$ cat config.mk
export PLATFORM = sky130hd
export DESIGN_NAME = audio_dc_preemphasis_gate_chain
export DESIGN_NICKNAME = d
export VERILOG_FILES = /design/src/hdl/dcpe_pkg.sv /design/src/hdl/dcpe_dc_stage.sv /design/src/hdl/dcpe_emph_stage.sv /design/src/hdl/dcpe_gain_stage.sv /design/src/hdl/audio_dc_preemphasis_gate_chain.sv
export SDC_FILE = /design/constraint.sdc
export NUM_CORES = 2
export LEC_CHECK = 0
export CAP_MARGIN = 5
export CORE_MARGIN = 8
export CORE_UTILIZATION = 52
export DETAILED_ROUTE_END_ITERATION = 12
export DONT_BUFFER_PORTS = 1
export PLACE_DENSITY = 0.67
export SLEW_MARGIN = 5
export SYNTH_ARGS = -nofsm -noshare
export SYNTH_HDL_FRONTEND = slang
export SYNTH_SLANG_ARGS = --single-unit
export TNS_END_PERCENT = 50
$ cat constraint.sdc
create_clock -name clk -period 24.4 [get_ports clk]
set_clock_uncertainty 0.05 [all_clocks]
set_input_delay 1.22 -clock clk [delete_from_list [all_inputs] [get_ports clk]]
set_output_delay 1.22 -clock clk [all_outputs]
set_load 0.01 [all_outputs]
$ cat src/hdl/dcpe_pkg.sv
`default_nettype none

package dcpe_pkg;

	// Register map of the configuration port
	typedef enum logic [1:0] {
		REG_GATE  = 2'd0,
		REG_LIMIT = 2'd1,
		REG_NUMER = 2'd2
	} cfg_idx_t;

	localparam int unsigned GATE_W  = 15;
	localparam int unsigned LIMIT_W = 15;
	localparam int unsigned NUMER_W = 7;
	localparam int unsigned CFG_W   = 15;

	localparam logic [GATE_W-1:0]  GATE_RST  = 15'd500;
	localparam logic [LIMIT_W-1:0] LIMIT_RST = 15'd25000;
	localparam logic [NUMER_W-1:0] NUMER_RST = 7'd97;

	// floor(n/100) for n < 2^18: (n * DC_RECIP) >> DC_SHIFT
	localparam logic [17:0]        DC_OFFSET = 18'd65600;
	localparam logic signed [11:0] DC_BIAS   = 12'sd656;
	localparam logic [18:0]        DC_RECIP  = 19'd335545;
	localparam int unsigned        DC_SHIFT  = 25;

	// floor(a/100) for a < 2^22: (a * EMPH_RECIP) >> EMPH_SHIFT
	localparam logic [21:0]        EMPH_RECIP = 22'd2684355;
	localparam int unsigned        EMPH_SHIFT = 28;

	typedef struct packed {
		logic [GATE_W-1:0]  gate;
		logic [LIMIT_W-1:0] limit;
		logic [NUMER_W-1:0] numer;
	} cfg_t;

	// DC stage result: corrected sample and previous sample times numerator
	typedef struct packed {
		logic signed [15:0] d;
		logic signed [22:0] m;
	} dc_link_t;

endpackage

`default_nettype wire

$ cat src/hdl/dcpe_dc_stage.sv
`default_nettype none

module dcpe_dc_stage (
	input  wire logic                 clk,
	input  wire logic                 arst_n,
	input  wire logic                 load_s1,
	input  wire logic                 adv_s2,
	input  wire logic signed [15:0]   sample_in,
	input  wire dcpe_pkg::cfg_t       cfg,
	output dcpe_pkg::dc_link_t        link_s2
);

	logic signed [15:0] x_s1;
	logic signed [15:0] avg_q;
	logic signed [15:0] prev_q;
	logic signed [16:0] diff;
	logic [17:0]        num_off;
	logic [36:0]        recip_prod;
	logic signed [11:0] quo;
	logic               exact;
	logic signed [16:0] sum;
	logic signed [16:0] avg_wide;
	logic signed [15:0] avg_next;
	logic signed [15:0] dc_out;
	logic signed [22:0] emph_prod;

	always_ff @(posedge clk) begin
		if (load_s1) begin
			x_s1 <= sample_in;
		end
	end

	// avg' = trunc0(avg + (x - avg)/100), built from a floor division of x - avg
	always_comb begin
		diff       = 17'(x_s1) - 17'(avg_q);
		num_off    = 18'(diff) + dcpe_pkg::DC_OFFSET;
		recip_prod = 37'(num_off) * 37'(dcpe_pkg::DC_RECIP);
		quo        = 12'($signed(recip_prod[36:dcpe_pkg::DC_SHIFT]) - dcpe_pkg::DC_BIAS);
		exact      = (recip_prod[dcpe_pkg::DC_SHIFT-1:18] == '0);
		sum        = 17'(avg_q) + 17'(quo);
		// round a negative inexact quotient up toward zero
		avg_wide   = (!exact && sum[16]) ? (sum + 17'sd1) : sum;
		avg_next   = avg_wide[15:0];
		dc_out     = x_s1 - (avg_next >>> 8);
		emph_prod  = 23'(prev_q) * 23'($signed({1'b0, cfg.numer}));
	end

	always_ff @(posedge clk or negedge arst_n) begin
		if (!arst_n) begin
			avg_q  <= '0;
			prev_q <= '0;
		end else if (adv_s2) begin
			avg_q  <= avg_next;
			prev_q <= dc_out;
		end
	end

	always_ff @(posedge clk) begin
		if (adv_s2) begin
			link_s2.d <= dc_out;
			link_s2.m <= emph_prod;
		end
	end

endmodule

`default_nettype wire

$ cat src/hdl/dcpe_emph_stage.sv
`default_nettype none

module dcpe_emph_stage (
	input  wire logic                 clk,
	input  wire logic                 adv_s3,
	input  wire dcpe_pkg::dc_link_t   link_s2,
	output logic signed [17:0]        filt_s3
);

	logic               neg;
	logic [21:0]        mag;
	logic [43:0]        recip_prod;
	logic [15:0]        quo_mag;
	logic signed [17:0] quo;
	logic signed [17:0] filt;

	// trunc0(m / 100) by magnitude, then restore the sign
	always_comb begin
		neg        = link_s2.m[22];
		mag        = 22'(neg ? -link_s2.m : link_s2.m);
		recip_prod = 44'(mag) * 44'(dcpe_pkg::EMPH_RECIP);
		quo_mag    = recip_prod[43:dcpe_pkg::EMPH_SHIFT];
		quo        = $signed({2'b00, quo_mag});
		if (neg) begin
			quo = -quo;
		end
		filt       = 18'(link_s2.d) - quo;
	end

	always_ff @(posedge clk) begin
		if (adv_s3) begin
			filt_s3 <= filt;
		end
	end

endmodule

`default_nettype wire

$ cat src/hdl/dcpe_gain_stage.sv
`default_nettype none

module dcpe_gain_stage (
	input  wire logic                 clk,
	input  wire logic                 adv_s4,
	input  wire logic signed [17:0]   filt_s3,
	input  wire dcpe_pkg::cfg_t       cfg,
	output logic signed [15:0]        sample_out
);

	function automatic logic signed [19:0] clip_sym(
		input logic signed [19:0] v,
		input logic signed [19:0] lim
	);
		logic signed [19:0] r;
		r = v;
		if (v > lim) begin
			r = lim;
		end else if (v < -lim) begin
			r = -lim;
		end
		return r;
	endfunction

	logic [16:0]        mag;
	logic               gated;
	logic signed [19:0] trip;
	logic signed [19:0] half;
	logic signed [19:0] lim;
	logic signed [19:0] stage1;
	logic signed [19:0] stage2;
	logic signed [15:0] result;

	always_comb begin
		mag    = 17'(filt_s3[17] ? -filt_s3 : filt_s3);
		gated  = (mag < 17'(cfg.gate));
		trip   = 20'(filt_s3) * 20'sd3;
		// truncate toward zero on the halving
		half   = (trip + $signed({19'd0, trip[19]})) >>> 1;
		lim    = $signed(20'(cfg.limit));
		stage1 = clip_sym(half, lim);
		stage2 = clip_sym(stage1 <<< 1, lim);
		result = gated ? 16'sd0 : stage2[15:0];
	end

	always_ff @(posedge clk) begin
		if (adv_s4) begin
			sample_out <= result;
		end
	end

endmodule

`default_nettype wire

$ cat src/hdl/audio_dc_preemphasis_gate_chain.sv
// Audio conditioning chain: DC tracking, pre-emphasis, noise gate and two
// saturating gain stages on a stream of signed 16-bit samples.
// Input channel: sample_in with in_valid/in_stall; a transaction completes at
// a rising edge with in_valid high and in_stall low. Output channel:
// sample_out with out_valid/out_stall, same rule. One result per sample.
// Path: a sample taken into the input register moves through the DC stage,
// pre-emphasis divide and gain/clip output registers to sample_out.
// Throughput: one sample per cycle unless out_stall holds it; the recurrences
// on the DC average and the previous sample each close in one register stage.
// Configuration: cfg_valid/cfg_ready with cfg_index (0 gate threshold,
// 1 clip limit, 2 emphasis numerator) and cfg_data; cfg_ready is always high,
// unknown indexes are dropped. Write only while the chain is drained.
// Reset (arst_n low) clears the DC average, the previous sample, all stage
// valids, and loads the default gate, limit and numerator.
// Stall: a held result keeps sample_out stable; empty stages ahead of it keep
// filling, and in_stall rises only once every stage holds a sample.

`default_nettype none

module audio_dc_preemphasis_gate_chain (
	input  wire logic                            clk,
	input  wire logic                            arst_n,
	input  wire logic                            in_valid,
	output logic                                 in_stall,
	input  wire logic signed [15:0]              sample_in,
	output logic                                 out_valid,
	input  wire logic                            out_stall,
	output logic signed [15:0]                   sample_out,
	input  wire logic                            cfg_valid,
	output logic                                 cfg_ready,
	input  wire logic [1:0]                      cfg_index,
	input  wire logic [dcpe_pkg::CFG_W-1:0]      cfg_data
);

	dcpe_pkg::cfg_t     cfg_q;
	dcpe_pkg::dc_link_t link_s2;
	logic signed [17:0] filt_s3;

	logic valid_s1, valid_s2, valid_s3, valid_s4;
	logic en_s1, en_s2, en_s3, en_s4;
	logic load_s1, adv_s2, adv_s3, adv_s4;

	assign cfg_ready = 1'b1;

	// Configuration registers; drop writes to unknown indexes
	always_ff @(posedge clk or negedge arst_n) begin
		if (!arst_n) begin
			cfg_q.gate  <= dcpe_pkg::GATE_RST;
			cfg_q.limit <= dcpe_pkg::LIMIT_RST;
			cfg_q.numer <= dcpe_pkg::NUMER_RST;
		end else if (cfg_valid && cfg_ready) begin
			case (dcpe_pkg::cfg_idx_t'(cfg_index))
				dcpe_pkg::REG_GATE:  cfg_q.gate  <= cfg_data[dcpe_pkg::GATE_W-1:0];
				dcpe_pkg::REG_LIMIT: cfg_q.limit <= cfg_data[dcpe_pkg::LIMIT_W-1:0];
				dcpe_pkg::REG_NUMER: cfg_q.numer <= cfg_data[dcpe_pkg::NUMER_W-1:0];
				default: ;
			endcase
		end
	end

	// A stage advances when it is empty or the stage after it advances
	always_comb begin
		en_s4    = !valid_s4 || !out_stall;
		en_s3    = !valid_s3 || en_s4;
		en_s2    = !valid_s2 || en_s3;
		en_s1    = !valid_s1 || en_s2;
		in_stall = !en_s1;
		load_s1  = in_valid && en_s1;
		adv_s2   = valid_s1 && en_s2;
		adv_s3   = valid_s2 && en_s3;
		adv_s4   = valid_s3 && en_s4;
	end

	always_ff @(posedge clk or negedge arst_n) begin
		if (!arst_n) begin
			valid_s1 <= 1'b0;
			valid_s2 <= 1'b0;
			valid_s3 <= 1'b0;
			valid_s4 <= 1'b0;
		end else begin
			if (en_s1) begin
				valid_s1 <= in_valid;
			end
			if (en_s2) begin
				valid_s2 <= valid_s1;
			end
			if (en_s3) begin
				valid_s3 <= valid_s2;
			end
			if (en_s4) begin
				valid_s4 <= valid_s3;
			end
		end
	end

	assign out_valid = valid_s4;

	dcpe_dc_stage u_dc (
		.clk       (clk),
		.arst_n    (arst_n),
		.load_s1   (load_s1),
		.adv_s2    (adv_s2),
		.sample_in (sample_in),
		.cfg       (cfg_q),
		.link_s2   (link_s2)
	);

	dcpe_emph_stage u_emph (
		.clk     (clk),
		.adv_s3  (adv_s3),
		.link_s2 (link_s2),
		.filt_s3 (filt_s3)
	);

	dcpe_gain_stage u_gain (
		.clk        (clk),
		.adv_s4     (adv_s4),
		.filt_s3    (filt_s3),
		.cfg        (cfg_q),
		.sample_out (sample_out)
	);

endmodule

`default_nettype wire

=== Word-level counts from Yosys, hierarchy flattened ===
Index checks and enable logic that the tools add are counted.

* Logic and storage cells: 68
* Output and inout bits: 19
* Flip-flop bits (word level): 162
* Bits of input ports: 38

* $lt $le $gt $ge: 5
* Multiplexer cells: 8
* Add/sub/neg operators: 12
* Multiply operators: 4
* Eq/ne operators: 2
* Reduce and logical (&&, ||, !) cells: 22

{| class="wikitable"
|+ Operator list
! cell !! count
|-
| multiplier 22 x 22 -> 44 bit (second input constant) || 1
|-
| 2-to-1 mux 19 bit || 2
|-
| multiplier 18 x 19 -> 37 bit (second input constant) || 1
|-
| 2-to-1 mux 16 bit || 2
|-
| multiplier 16 x 8 -> 23 bit || 1
|-
| 2-to-1 mux 22 bit || 1
|-
| negation 22 bit || 1
|-
| adder 20 x 2 -> 20 bit || 1
|-
| > comparator 20 x 16 -> 1 bit || 1
|-
| < comparator 19 x 20 -> 1 bit || 1
|-
| < comparator 20 bit || 1
|-
| multiplier 18 x 3 -> 20 bit (second input constant) || 1
|-
| negation 15 -> 20 bit || 1
|-
| > comparator 19 x 16 -> 1 bit || 1
|-
| adder 18 x 17 -> 18 bit (second input constant) || 1
|-
| 2-to-1 mux 18 bit || 1
|-
| negation 16 -> 18 bit || 1
|-
| subtractor 16 x 18 -> 18 bit || 1
|-
| adder 16 x 12 -> 17 bit || 1
|-
| < comparator 17 x 15 -> 1 bit || 1
|-
| 2-to-1 mux 17 bit || 1
|-
| negation 17 bit || 1
|-
| subtractor 16 x 16 -> 17 bit || 1
|-
| adder 16 x 2 -> 16 bit (second input constant) || 1
|-
| 12 further kinds || 27
|}

=== Depth between registers and ports, before layout ===
* Depth after elaboration: 8
* Depth in mapped cells: 68
* Gate-level depth less buffers: 68

=== By module ===
From an unflattened synthesis, not the netlist that was laid out.

* Cell total of the unflattened synthesis: 3669
* Area total of the unflattened synthesis: 33977.6 um^2

{| class="wikitable"
|+ Modules (own cells, without submodules)
! module !! cells each !! area each (um^2) !! seq. area each (um^2) !! instances
|-
| dcpe_dc_stage || 1605 || 15307.2 || 2452.4 || 1
|-
| dcpe_emph_stage || 1177 || 11040.6 || 540.5 || 1
|-
| dcpe_gain_stage || 790 || 6033.3 || 480.5 || 1
|-
| audio_dc_preemphasis_gate_chain || 97 || 1596.5 || 1044.8 || 1
|}

=== Worst setup path before layout ===
No wires, ideal clock.

* Path type: reg-to-reg
* From: register u_dc.avg_q[0]
* To: register u_dc.prev_q[10]
* Required time: 24223 ps
* Data arrival time: 13798 ps
* Period minus slack after synthesis: 13976 ps
* Library setup time: 127 ps
* Setup slack: 10424 ps
* Path buffers: 1
* Cell stages (with the launch flop): 62
* Cell sequence: dfrtp_1 -> ha_1 -> fa_1 -> nor2b_1 -> o21ai_0 -> a21boi_0 -> o21ai_0 -> a21oi_1 -> o21ai_0 -> a21oi_1 -> a21oi_1 -> a2111o_1 -> o211ai_1 -> and4_1 -> nand3_1 -> xnor2_1 -> fa_1 -> fa_1 -> [26 not listed] -> a31oi_1 -> a31oi_2 -> nand4_1 -> nor2_1 -> xor2_1 -> ha_1 -> inv_1 -> fa_1 -> nand2_1 -> nand2_1 -> a21oi_1 -> o21ai_0 -> a21oi_1 -> o21bai_1 -> or4_1 -> mux2i_1 -> xor2_1 -> mux2_2

* Cells in the longest elaborated chain, start to end: 8
* Elaborated cells on any way between the ends: 11
* Those cells by class: 6 x add/sub; 1 x mul; 1 x mux; 3 x reduce/logical

{| class="wikitable"
|+ RTL lines
! element !! RTL line !! RTL
|-
| start: declaration || dcpe_dc_stage.sv:14 || <nowiki>logic signed [15:0] avg_q;</nowiki>
|-
| start signal: assignment || dcpe_dc_stage.sv:53 || <nowiki>avg_q <= avg_next;</nowiki>
|-
| subtractor 16 x 16 -> 17 bit || dcpe_dc_stage.sv:35 || <nowiki>diff = 17'(x_s1) - 17'(avg_q);</nowiki>
|-
| adder 18 x 17 -> 18 bit || dcpe_dc_stage.sv:36 || <nowiki>num_off = 18'(diff) + dcpe_pkg::DC_OFFSET;</nowiki>
|-
| multiplier 18 x 19 -> 37 bit || dcpe_dc_stage.sv:37 || <nowiki>recip_prod = 37'(num_off) * 37'(dcpe_pkg::DC_RECIP);</nowiki>
|-
| subtractor 12 x 11 -> 12 bit / logical NOT 7 bit (equally long branches) || dcpe_dc_stage.sv:38, dcpe_dc_stage.sv:39 ||
|-
| adder 16 x 12 -> 17 bit / logical NOT 1 bit (equally long branches) || dcpe_dc_stage.sv:40, dcpe_dc_stage.sv:42 ||
|-
| adder 16 x 2 -> 16 bit / logical AND 1 bit (equally long branches) || dcpe_dc_stage.sv:42 || <nowiki>avg_wide = (!exact && sum[16]) ? (sum + 17'sd1) : sum;</nowiki>
|-
| 2-to-1 mux 16 bit * || dcpe_dc_stage.sv:42 ||
|-
| via u_dc.avg_wide[8] || dcpe_dc_stage.sv:22 || <nowiki>logic signed [16:0] avg_wide;</nowiki>
|-
| subtractor 16 x 8 -> 16 bit * || dcpe_dc_stage.sv:44 || <nowiki>dc_out = x_s1 - (avg_next >>> 8);</nowiki>
|-
| via u_dc.dc_out[10] || dcpe_dc_stage.sv:24 || <nowiki>logic signed [15:0] dc_out;</nowiki>
|-
| end signal: assignment || dcpe_dc_stage.sv:54 || <nowiki>prev_q <= dc_out;</nowiki>
|-
| end: declaration || dcpe_dc_stage.sv:15 || <nowiki>logic signed [15:0] prev_q;</nowiki>
|}

The timed path passes the listed nets; every way through them passes the cells marked *.
A chain may end at the register's enable or synchronous reset.

=== Worst setup path in the final report ===
Same ends and word-level chain as after synthesis.

==> metrics.txt <==
largest net degree at the start of global routing 74; Worst Setup Start Kind register; Final TNS setup 0 ns; Post-synth EDFFs 89; n_diodes 0; initial antenna violation count 0; CP Capture Type register; Setup CP Type reg -> reg; routability cong. 0.929; H-tree depth 4; Clock transition at path regs 0.08 ns; DRC Markers 0; Distinct cells, synth 91; CTS-repair resized insts 0; die area 71600 µm²; RSZ-0062 raised after global routing no; critical path peak fanout 9; period utilisation layout 0.651; CP dominant cell by count fa_1; Req. time, crit path 24.69 ns; Worst Max-Slew Pin Slew 1.10 ns; status complete, no violations; Worst R2R Path Depth 60; synthesized area 32900 µm²; first-pass GRT wire length 133000 µm; sequential area share after synthesis 0.137; number of setup buffers added after CTS 0; hold_buf cts 0; Avg Synthesized Cell Area 9.39 µm²; number of buffers added on ports 0; Synth Flop Type edfxtp_1; WL per Instance 18.6 µm; Synth Register Bits 162; Yosys top cell by area ha_1; vias in the first global route 24.3k; CTS tree built; post-route insts no fill 4365; CORE AREA 62900 µm²; clk_lat worst skew 0.45 ns; Tmin final 15.88 ns; Final HPWL DP 69600 µm; max_cap viols 0; Synth warnings 0; # setup viols final 0; Placed Cells 4333; final-stage net count 4552; proportion of layout cells with a drive suffix above 1 0.0452; TritonCTS Sinks 162; row count 92; final wirelength 81000 µm; share of the synthesized area in the top cell type 0.239; max-slew violations 0; slowest CP cell xnor2_1; final hold violations 0; Synth Instances 3503; arrival time worst endpoint 16.17 ns; starting DRC count in detailed routing 1715; slew margin rel. 0.260; I/O pin count 57; gr usage total 0.233; top cells by count, synth 697 x inv_1, 628 x ha_1, 380 x fa_1; asr flop ratio synth 0.451; clk buf depth 2; fmax 63.0 MHz; total grt overflow 0; CP peak stage delay 0.78 ns; Hold Crit Class in -> async; DR pass1 iterations 5; Die Wd 268 µm; most common cell in the netlist inv_1; Inserted Clock Buffers 17; Starting Density 0.523; Syn Nets 4549; top cells by area, synth ha_1 24%, fa_1 23%, edfxtp_1 8.1%; Clock Root Buffer clkbuf_16; via count 24.0k; Die Y 268 µm; Final ANT Viol Nets 0; P&R area growth vs syn 5.23%; via-per-instance ratio 5.49
layout make-up:
cell class                      instances  area, µm²
Sequential cell                       162       4520
Inverter                              699       2620
Tap cell                              846       1060
Multi-Input combinational cell       2597      25600
Fill cell                            5783      28200
Clock buffer                           20        478
Timing Repair Buffer                   29        218
Clock inverter                         12        144
worst max-delay path, delay by kind of cell (launching register included):
kind / cells / cell delay, ns
multiplexers: 2 / 0.45
AND/OR/NAND/NOR: 14 / 3.36
flip-flops: 1 / 0.40
AO/OA/AOI/OAI: 22 / 4.45
XOR/XNOR: 4 / 1.62
adder cells (fa/ha/maj): 12 / 5.11
buffers and inverters: 6 / 0.34
cells by family after synthesis:
kind of cell,after synthesis,share of synthesized area
AO/OA/AOI/OAI,585,0.116
buffers and inverters,744,0.0856
AND/OR/NAND/NOR,730,0.114
other,1,0.000114
adder cells (fa/ha/maj),1008,0.470
flip-flops,162,0.137
multiplexers,55,0.0182
XOR/XNOR,218,0.0588
per-layer routing:
metal  track usage  up-vias  wire length [µm]
li1              -    11700                 -
met1         0.328    11600             38200
met2         0.381      548             37100
met3        0.0304       89              3870
met4        0.0538        0              1850
met5             0        -                 0
cell usage in the layout (no fill, tap or decap), types with 23 or more instances in the layout:
| cell type | n |
|---|---|
| edfxtp_1 | 89 |
| mux2_2 | 39 |
| xor2_1 | 73 |
| ha_1 | 628 |
| a21o_1 | 77 |
| and2_1 | 105 |
| nand3_1 | 57 |
| and3_1 | 25 |
| o21a_1 | 29 |
| nor3_1 | 55 |
| dfrtp_1 | 58 |
| fa_1 | 380 |
| buf_4 | 29 |
| nand2_1 | 181 |
| nand4_1 | 31 |
| inv_1 | 697 |
| a211oi_1 | 23 |
| o21ai_0 | 135 |
| a21oi_1 | 156 |
| nor2_1 | 145 |
| xnor2_1 | 143 |
path summary, 6_finish.rpt:
check,from,end,slack [ns]
worst min register to register,valid_s3$_DFFE_PN0P_,out_valid$_DFFE_PN0P_,0.43
worst min-delay path,arst_n,u_dc.avg_q[8]$_DFFE_PN0P_,0.41
min in group clk,valid_s3$_DFFE_PN0P_,out_valid$_DFFE_PN0P_,0.43
worst max register to register,u_dc.avg_q[0]$_DFFE_PN0P_,u_dc.prev_q[10]$_DFFE_PN0P_,8.52
max in group asynchronous,arst_n,cfg_q[0]$_DFFE_PN1P_,23.69
worst max-delay path,u_dc.avg_q[0]$_DFFE_PN0P_,u_dc.prev_q[10]$_DFFE_PN0P_,8.52
registers in the layout, indices dropped and copies added (netlist names):
signal,count
u_dc.link_s2,39
u_gain.sample_out,16
out_valid,1
u_dc.x_s1,16
valid_s1,1
cfg_q,37
u_dc.avg_q,16
valid_s2,1
u_dc.prev_q,16
u_emph.filt_s3,18
valid_s3,1
metrics by stage:
stage	area (µm²)	worst slack, ns	utilization	hold WS, ns
after detailed placement	34000	8.68	0.541	0.409
final	34600	8.52	0.551	0.410
after CTS	34600	8.58	0.551	0.386
after global placement	34000	8.99	0.541	0.409
after floorplan	32900	10.42	-	0.386
after global routing	34600	7.14	0.551	0.383
Power is not shown: default switching activity piles up to over one toggle a cycle in this logic, so the estimate is an artifact.
